[src/hw/rtl/apbd_pkg.sv]
package apbd_pkg;

    localparam int unsigned MaxCoeffs = 512;
    localparam int unsigned CountW    = 10;
    localparam int unsigned GrpW      = 7;   // group counter, shared by raw bytes and fill runs
    localparam int unsigned TotW      = 7;   // up to MaxCoeffs/8 groups

    typedef enum logic [1:0] {
        ST_TAG,
        ST_RAW,
        ST_FILL
    } t_state;

    typedef enum logic [1:0] {
        ERR_OK      = 2'd0,
        ERR_BAD_TAG = 2'd1,
        ERR_PADDING = 2'd2
    } t_err;

    typedef enum logic [1:0] {
        REG_COUNT    = 2'd0,
        REG_TAG_ZERO = 2'd1,
        REG_TAG_ONE  = 2'd2,
        REG_TAG_RAW  = 2'd3
    } t_reg_idx;

    typedef struct packed {
        logic [7:0] presence_bits;
        logic [3:0] flag_count;
        logic [5:0] group_index;
        t_err       error_code;
        logic       last;
    } t_result;

    function automatic logic [CountW-1:0] eff_count(input logic [CountW-1:0] cnt);
        if (cnt > CountW'(MaxCoeffs)) begin
            return CountW'(MaxCoeffs);
        end
        return cnt;
    endfunction

    function automatic logic [TotW-1:0] group_total(input logic [CountW-1:0] cnt);
        logic [CountW:0] sum;
        sum = {1'b0, eff_count(cnt)} + (CountW+1)'(7);
        return TotW'(sum >> 3);
    endfunction

    // valid flags in group g, clipped to 0..8
    function automatic logic [3:0] valid_in_group(input logic [CountW-1:0] cnt,
                                                  input logic [GrpW-1:0]   g);
        logic [CountW:0] eff;
        logic [CountW:0] base;
        logic [CountW:0] diff;
        eff  = {1'b0, eff_count(cnt)};
        base = {1'b0, g, 3'b000};
        diff = eff - base;
        if (eff <= base) begin
            return 4'd0;
        end else if (diff >= (CountW+1)'(8)) begin
            return 4'd8;
        end
        return diff[3:0];
    endfunction

    function automatic logic [7:0] low_mask(input logic [3:0] n);
        logic [8:0] m;
        m = (9'd1 << n) - 9'd1;
        return m[7:0];
    endfunction

endpackage

[src/hw/rtl/apbd_if.sv]
interface apbd_stream_if;
    logic       valid;
    logic       ready;
    logic [7:0] stream_byte;

    modport source (output valid, output stream_byte, input ready);
    modport sink   (input valid, input stream_byte, output ready);
endinterface

interface apbd_result_if;
    logic       valid;
    logic       ready;
    logic [7:0] presence_bits;
    logic [3:0] flag_count;
    logic [5:0] group_index;
    logic [1:0] error_code;
    logic       last;

    modport source (output valid, output presence_bits, output flag_count,
                    output group_index, output error_code, output last, input ready);
    modport sink   (input valid, input presence_bits, input flag_count,
                    input group_index, input error_code, input last, output ready);
endinterface

interface apbd_cfg_if;
    logic       valid;
    logic       ready;
    logic [1:0] index;
    logic [9:0] data;

    modport source (output valid, output index, output data, input ready);
    modport sink   (input valid, input index, input data, output ready);
endinterface

[src/hw/rtl/adaptive_presence_bitmap_decoder_top.sv]
// A raw byte, zero-count or unknown-tag result is presented the cycle after its
// request; a fill tag moves the state to ST_FILL, which then registers the groups.
// Raw packed bytes: one request per cycle. Fill tags: the tag request, then one
// group per cycle out of the shared group-count unit, ceil(count/8) groups, with
// no request taken until the last group is registered. Output stalls hold input.
// Reset (synchronous, active low): awaiting a tag, output empty, registers at
// count 0, tags 0 / 1 / 2.
module adaptive_presence_bitmap_decoder_top (
    input  logic          i_clk,
    input  logic          i_rst_n,
    apbd_stream_if.sink   i_stream,
    apbd_result_if.source o_result,
    apbd_cfg_if.sink      i_cfg
);

    apbd_pkg::t_state             r_state, n_state;
    logic [apbd_pkg::GrpW-1:0]    r_grp, n_grp;
    logic                         r_ones, n_ones;
    logic [apbd_pkg::CountW-1:0]  r_count;
    logic [7:0]                   r_tag_zero, r_tag_one, r_tag_raw;

    logic                         r_out_valid, n_out_valid;
    apbd_pkg::t_result            r_out, n_out;

    logic                         slot_free;
    logic                         take;
    logic [apbd_pkg::TotW-1:0]    groups;
    logic [3:0]                   unit_n;
    logic [7:0]                   unit_mask;
    logic                         unit_last;
    logic [7:0]                   in_byte;
    logic                         is_zero, is_one, is_raw;

    assign i_cfg.ready = 1'b1;

    always_ff @(posedge i_clk) begin
        if (!i_rst_n) begin
            r_count    <= '0;
            r_tag_zero <= 8'd0;
            r_tag_one  <= 8'd1;
            r_tag_raw  <= 8'd2;
        end else if (i_cfg.valid) begin
            unique case (apbd_pkg::t_reg_idx'(i_cfg.index))
                apbd_pkg::REG_COUNT:    r_count    <= i_cfg.data;
                apbd_pkg::REG_TAG_ZERO: r_tag_zero <= i_cfg.data[7:0];
                apbd_pkg::REG_TAG_ONE:  r_tag_one  <= i_cfg.data[7:0];
                apbd_pkg::REG_TAG_RAW:  r_tag_raw  <= i_cfg.data[7:0];
                default:                ;
            endcase
        end
    end

    // shared group unit: always works on r_grp, for fill runs and raw bytes alike
    assign groups    = apbd_pkg::group_total(r_count);
    assign unit_n    = apbd_pkg::valid_in_group(r_count, r_grp);
    assign unit_mask = apbd_pkg::low_mask(unit_n);
    assign unit_last = ({1'b0, r_grp} + 8'd1) >= {1'b0, groups};

    assign slot_free      = !r_out_valid || o_result.ready;
    assign i_stream.ready = slot_free && (r_state != apbd_pkg::ST_FILL);
    assign take           = i_stream.valid && i_stream.ready;
    assign in_byte        = i_stream.stream_byte;

    assign is_zero = (in_byte == r_tag_zero);
    assign is_one  = (in_byte == r_tag_one);
    assign is_raw  = (in_byte == r_tag_raw);

    always_comb begin
        n_state     = r_state;
        n_grp       = r_grp;
        n_ones      = r_ones;
        n_out_valid = r_out_valid && !o_result.ready;
        n_out       = r_out;

        unique case (r_state)
            apbd_pkg::ST_TAG: begin
                if (take) begin
                    if (is_zero || is_one || is_raw) begin
                        if (groups == '0) begin
                            n_out_valid = 1'b1;
                            n_out       = '{8'd0, 4'd0, 6'd0, apbd_pkg::ERR_OK, 1'b1};
                        end else if (is_zero || is_one) begin
                            n_state = apbd_pkg::ST_FILL;
                            n_ones  = !is_zero;
                            n_grp   = '0;
                        end else begin
                            n_state = apbd_pkg::ST_RAW;
                            n_grp   = '0;
                        end
                    end else begin
                        n_out_valid = 1'b1;
                        n_out       = '{8'd0, 4'd0, 6'd0, apbd_pkg::ERR_BAD_TAG, 1'b1};
                    end
                end
            end
            apbd_pkg::ST_RAW: begin
                if (take) begin
                    n_out_valid       = 1'b1;
                    n_out.presence_bits = in_byte & unit_mask;
                    n_out.flag_count  = unit_n;
                    n_out.group_index = r_grp[5:0];
                    n_out.last        = unit_last;
                    // padding bits above the valid flags of the final byte
                    if (unit_last && (unit_n < 4'd8) && ((in_byte & ~unit_mask) != 8'd0)) begin
                        n_out.error_code = apbd_pkg::ERR_PADDING;
                    end else begin
                        n_out.error_code = apbd_pkg::ERR_OK;
                    end
                    if (unit_last) begin
                        n_state = apbd_pkg::ST_TAG;
                        n_grp   = '0;
                    end else begin
                        n_grp = r_grp + apbd_pkg::GrpW'(1);
                    end
                end
            end
            apbd_pkg::ST_FILL: begin
                if (slot_free) begin
                    n_out_valid         = 1'b1;
                    n_out.presence_bits = r_ones ? unit_mask : 8'd0;
                    n_out.flag_count    = unit_n;
                    n_out.group_index   = r_grp[5:0];
                    n_out.error_code    = apbd_pkg::ERR_OK;
                    n_out.last          = unit_last;
                    if (unit_last) begin
                        n_state = apbd_pkg::ST_TAG;
                        n_grp   = '0;
                    end else begin
                        n_grp = r_grp + apbd_pkg::GrpW'(1);
                    end
                end
            end
            default: begin
                n_state = apbd_pkg::ST_TAG;
            end
        endcase
    end

    always_ff @(posedge i_clk) begin
        if (!i_rst_n) begin
            r_state     <= apbd_pkg::ST_TAG;
            r_grp       <= '0;
            r_ones      <= 1'b0;
            r_out_valid <= 1'b0;
        end else begin
            r_state     <= n_state;
            r_grp       <= n_grp;
            r_ones      <= n_ones;
            r_out_valid <= n_out_valid;
        end
    end

    always_ff @(posedge i_clk) begin
        r_out <= n_out;
    end

    assign o_result.valid         = r_out_valid;
    assign o_result.presence_bits = r_out.presence_bits;
    assign o_result.flag_count    = r_out.flag_count;
    assign o_result.group_index   = r_out.group_index;
    assign o_result.error_code    = r_out.error_code;
    assign o_result.last          = r_out.last;

endmodule
[src/flat_wrapper.sv]
// flat-port wrapper written by rule: the top's interface ports become plain ports
module adaptive_presence_bitmap_decoder_top_flat 
  (i_clk, i_rst_n, i_stream_valid, i_stream_stream_byte, i_stream_ready, o_result_valid, o_result_presence_bits, o_result_flag_count, o_result_group_index, o_result_error_code, o_result_last, o_result_ready, i_cfg_valid, i_cfg_index, i_cfg_data, i_cfg_ready);
  apbd_stream_if i_stream_i ();
  apbd_result_if o_result_i ();
  apbd_cfg_if i_cfg_i ();
  input  logic i_clk;
  input  logic i_rst_n;
  input wire logic [$bits(i_stream_i.valid)-1:0] i_stream_valid;
  input wire logic [$bits(i_stream_i.stream_byte)-1:0] i_stream_stream_byte;
  output wire logic [$bits(i_stream_i.ready)-1:0] i_stream_ready;
  output wire logic [$bits(o_result_i.valid)-1:0] o_result_valid;
  output wire logic [$bits(o_result_i.presence_bits)-1:0] o_result_presence_bits;
  output wire logic [$bits(o_result_i.flag_count)-1:0] o_result_flag_count;
  output wire logic [$bits(o_result_i.group_index)-1:0] o_result_group_index;
  output wire logic [$bits(o_result_i.error_code)-1:0] o_result_error_code;
  output wire logic [$bits(o_result_i.last)-1:0] o_result_last;
  input wire logic [$bits(o_result_i.ready)-1:0] o_result_ready;
  input wire logic [$bits(i_cfg_i.valid)-1:0] i_cfg_valid;
  input wire logic [$bits(i_cfg_i.index)-1:0] i_cfg_index;
  input wire logic [$bits(i_cfg_i.data)-1:0] i_cfg_data;
  output wire logic [$bits(i_cfg_i.ready)-1:0] i_cfg_ready;
  assign i_stream_i.valid = i_stream_valid;
  assign i_stream_i.stream_byte = i_stream_stream_byte;
  assign i_stream_ready = i_stream_i.ready;
  assign o_result_valid = o_result_i.valid;
  assign o_result_presence_bits = o_result_i.presence_bits;
  assign o_result_flag_count = o_result_i.flag_count;
  assign o_result_group_index = o_result_i.group_index;
  assign o_result_error_code = o_result_i.error_code;
  assign o_result_last = o_result_i.last;
  assign o_result_i.ready = o_result_ready;
  assign i_cfg_i.valid = i_cfg_valid;
  assign i_cfg_i.index = i_cfg_index;
  assign i_cfg_i.data = i_cfg_data;
  assign i_cfg_ready = i_cfg_i.ready;
  adaptive_presence_bitmap_decoder_top u_core (.i_clk(i_clk), .i_rst_n(i_rst_n), .i_stream(i_stream_i), .o_result(o_result_i), .i_cfg(i_cfg_i));
endmodule
[config.mk]
export PLATFORM = sky130hd
export DESIGN_NAME = adaptive_presence_bitmap_decoder_top_flat
export DESIGN_NICKNAME = d
export VERILOG_FILES = /design/src/hw/rtl/apbd_pkg.sv /design/src/hw/rtl/apbd_if.sv /design/src/hw/rtl/adaptive_presence_bitmap_decoder_top.sv /design/src/flat_wrapper.sv
export SDC_FILE = /design/constraint.sdc
export NUM_CORES = 1
export LEC_CHECK = 0
export ABC_AREA = 1
export ABC_CLOCK_PERIOD_IN_PS = 4100
export BUFFER_PORTS_ARGS = -buffer_cell sky130_fd_sc_hd__buf_4
export CORE_MARGIN = 3
export CORE_UTILIZATION = 40
export DETAILED_ROUTE_END_ITERATION = 16
export PLACE_DENSITY_LB_ADDON = 0.12
export SLEW_MARGIN = 20
export SYNTH_ARGS = -nofsm -noshare
export SYNTH_HDL_FRONTEND = slang
export SYNTH_SLANG_ARGS = --single-unit
[constraint.sdc]
create_clock -name i_clk -period 4.1 [get_ports i_clk]
set_input_delay 1.23 -clock i_clk [delete_from_list [all_inputs] [get_ports i_clk]]
set_output_delay 1.23 -clock i_clk [all_outputs]
set_load 0.02 [all_outputs]
### Yosys cells after proc, flatten, opt, wreduce, memory -nomap -nowiden

Index checks and enable logic that the tools add are counted.

* reductions and logical operators: 24
* multiplexer cells: 37
* add/subtract/negate cells: 5
* bitwise operators: 4
* order comparisons: 5
* shift-type cells: 1
* equal/unequal tests: 15

Operator list (number)
* $mux W21: 5
* $pmux W21 S3: 1
* $mux W7: 6
* $eq A8 B8 Y1: 3
* $pmux W7 S3: 1
* $mux W10: 2
* $and A8 B8 Y8: 2
* $mux W2: 8
* $reduce_and A5 Y1: 3
* $mux W4: 3
* $ge A11 B4 Y1 const B: 1
* $sub A10 B10 Y11: 1
* $add A10 B3 Y10 const B: 1
* $gt A10 B10 Y1 const B: 1
* $le A10 B10 Y1: 1
* $add A7 B1 Y8 const B: 1
* $ge A8 B7 Y1: 1
* $mux W1: 8
* $mux W8: 1
* $ne A2 B1 Y1 const B: 4
* $not A8 Y8: 1
* $reduce_and A2 Y1: 4
* $reduce_bool A8 Y1: 1
* $shl A1 B4 Y8 const A: 1
* other kinds (17): 30

* register bits: 66

### Depth between registers and ports, before layout

* depth in word-level cells: 17
* gate-level depth with buffers: 30
* depth with buffers taken out: 30

### Least setup slack after synthesis

OpenSTA, ideal clock, no wires.

* kind: register to register
* from: reg u_core.r_count[0] (netlist bit)
* to: reg u_core.r_out (netlist bit u_core.o_result.error_code[1]) (data pin)
* path slack: 0.899 ns
* data required time: 3.851 ns
* cell stages (with the launch flop): 29
* buffers on the path: 0
* data arrival time: 2.952 ns
* library setup time: 0.249 ns
* cell sequence: dfxtp_1 -> nor2_2 -> nand2_2 -> inv_2 -> nand4_4 -> nand2_4 -> nand2_2 -> fa_1 -> inv_1 -> nand3_1 -> nand2_2 -> nand2_1 -> nand2_1 -> nand3_1 -> nor2_1 -> nand2_2 -> nand2_4 -> nand2_4 -> inv_2 -> nand4_1 -> ha_1 -> inv_1 -> nand3_2 -> nand3_1 -> nand2_1 -> inv_1 -> nand3_2 -> nand2_1 -> inv_1

RTL lines
* start: declaration: RTL line adaptive_presence_bitmap_decoder_top.sv:19 `logic [apbd_pkg::CountW-1:0] r_count;`
* start signal: assignment: RTL line adaptive_presence_bitmap_decoder_top.sv:44 `apbd_pkg::REG_COUNT: r_count <= i_cfg.data;`
* end signal: assignment: RTL line adaptive_presence_bitmap_decoder_top.sv:154 `r_out <= n_out;`
* end: declaration: RTL line adaptive_presence_bitmap_decoder_top.sv:23 `apbd_pkg::t_result r_out, n_out;`

==> results.cfg <==
[status]
status = finished, final reports clean

[sta]
grt_setup_unrepaired = false
setup_viol = 0
drv_slew = 0
tightest_slew_ns = 0.878
fin_tns_setup_ns = 0
fin_crit_ns = 3.58
slew_headroom = 0.414
timing.final.crit_share = 0.874
finalHoldViolations = 0
max_freq_mhz = 279
skew_ns = 0.0116

[routing]
drt_iter0_drc = 182
num_vias = 3958
viasPerCell = 5.02
drt-total-wl_um = 11100
drc = 0
wire_per_inst_um = 14.1
antenna_left = 0
dr.pass1.iters = 4

[final_layout]
fill_cells = 1064
final_common_cell = nor2_1
final_cell_mix = 107 x nor2_1, 106 x nand2_1, 74 x inv_1
finalNetCount = 694
n_antenna_cell = 0
syn_to_final_growth_pct = 15.5
layout-drive-gt1-share = 0.170

[critical_path]
cpMaxStageDelayCell = fa_1
startpoint_type = flop
cp_slowest_stage_delay_ns = 0.54
worstPathArrival_ns = 3.70
crit_path_frequent_cell = nand2_1
path_class = reg -> reg
cp_max_fo = 6
cp_cell_sequence = inv_1 > nand2_2 > inv_2 > nand4_4 > nand2_4 > nand2_2 > fa_1 > nand2_1 > nor3_1 > nand3_1 > nor2_1 > nand3_2 > nor2_8 > o21ai_1 > nand2_1 > ha_1 > nand3_1 > nand3_1 > nand2_1 > inv_1 > nand3_2 > nand2_1 > inv_1
cp_data_required_time_ns = 4.21
end_kind = flop

[synthesis]
ys_ff_latch = 66
synth_edf_count = 21
yosys_warnings = 0
synth_nets = 649
netlist.top_cell.by_area = dfxtp_1
synth_top_area_frac = 0.207
synth_area_leaders = dfxtp_1 21%, edfxtp_1 14%, nor2_1 9.2%
synth_flop_cell = dfxtp_1
yosysUniqueCellTypes = 41
synth_cells = 603
syn_avg_cell_area_um2 = 7.22
async_reset_ff_frac = 0
synth_area_um2 = 4350
yosysSeqAreaShare = 0.352

[clock_tree]
cts_buffers = 9
ctsHoldBuffers = 0
cts_sinks = 66
post_cts_buffers = 0
ctsResizeCount = 0
clkLatencyLatePin_ns = 0.35
path_clk_slew_ns = 0.08
root_buffer = clkbuf_8
clockBufferDepth = 2
cts_max_level = 3
cts_tree = done

[floorplan]
rows = 37
start_util = 0.416
design.die.area_um2 = 12200
die_y_um = 110
die_width_um = 110
core_area_um2 = 10500
io_pins = 49

[grt]
track_usage = 0.193
grt_max_degree = 46
grt_pass1_vias = 3744
grt_pass1_wl_um = 18100
antenna_found_initial = 0
overflow = 0

[place]
dpl.hpwl_um = 8490
io_buffers = 47
place.gp.congestion = 0.880

[flow_run]
max_cap_viol_count = 0

[power_and_ir_drop]
power_density_nw_per_um2 = 379
p_leak_uw = 0.00249
power_uw = 1910
irDropWorstVdd_v = 0.000133

[min_path]
min_path_type = reg -> reg
cells in the mapped netlist, drive strengths merged (5+ instances only):
master,number
xnor2,5
a22oi,6
clkbuf,8
nand2,122
nand4,19
xor2,23
a21oi,28
buf,5
nor4,6
inv,84
nand3,36
dfxtp,45
o21ai,39
ha,20
edfxtp,21
nor2,117
nor3,8
through the flow:
step / hold slack, ns / cells / instance area (um^2) / util / setup WS [ns]
2_1_floorplan: 0.448 / 603 / 4350 / - / 0.899
5_1_grt: 0.511 / 789 / 5030 / 0.481 / 0.0867
6_report: 0.493 / 789 / 5030 / 0.481 / 0.515
3_3_place_gp: 0.461 / 773 / 4800 / 0.459 / 0.565
4_1_cts: 0.491 / 789 / 5030 / 0.481 / 0.519
3_5_place_dp: 0.474 / 773 / 4800 / 0.459 / 0.533
cell families (layout without fill, tap and decap cells):
group                      Yosys count  count (layout)  share of synthesized area
DFF                                 66              66                      0.352
buffers and inverters               99             149                     0.0922
xor gates and xnor gates            28              28                     0.0563
and+or+nand+nor                    311             311                      0.341
AOI/OAI and AO/OA                   77              77                     0.0954
other                                1               1                   0.000861
adders and majority gates           21              21                     0.0621
state kept, by name, indices dropped and copies added (netlist names), 2 cells and up:
name / cells
u_core.r_count: 10
u_core.o_result.presence_bits: 8
u_core.r_tag_one: 8
u_core.r_tag_raw: 8
u_core.r_tag_zero: 8
u_core.r_grp: 7
u_core.o_result.group_index: 6
u_core.o_result.flag_count: 4
u_core.o_result.error_code: 2
u_core.r_state: 2
per-layer routing:
metal  global-route usage  share of wire  vias to the layer above
met4               0.0536          0.014                        0
met5                    0              0                        -
met3               0.0414          0.043                       11
met1                0.259           0.48                     1829
met2                0.315           0.46                       85
li1                     -              -                     2033
critical path, delay by kind of cell (launching register included):
family / cells / cell delay (ns)
buffers and inverters: 4 / 0.30
adders and majority gates: 2 / 0.79
DFF: 1 / 0.33
and+or+nand+nor: 16 / 1.82
AOI/OAI and AO/OA: 1 / 0.13
cell type report:
class	instances	area [um^2]	share of cell area
Clock inverter	4	53.8	0.0107
Inverter	86	323	0.0642
Tap cell	136	170	0.0338
Timing Repair Buffer	47	353	0.0702
Clock buffer	12	176	0.0351
Sequential cell	66	1530	0.305
Multi-Input combinational cell	438	2420	0.481
report_power, final:
group / switching [uW] / internal [uW]
Sequential: 20.8 / 714
Combinational: 355 / 191
Clock: 272 / 355
worst paths after layout:
path                       startpoint                             to  slack [ns]  depth (start not counted)
hold reg to reg   u_core.r_tag_raw[1]            u_core.r_tag_raw[1]        0.49                          2
setup reg to reg    u_core.r_count[2]  u_core.o_result.error_code[1]        0.52                         23
setup / recovery    u_core.r_count[2]  u_core.o_result.error_code[1]        0.52                         23
hold / removal    u_core.r_tag_raw[1]            u_core.r_tag_raw[1]        0.49                          2
Note: power is estimated with default switching activity, not from simulation.
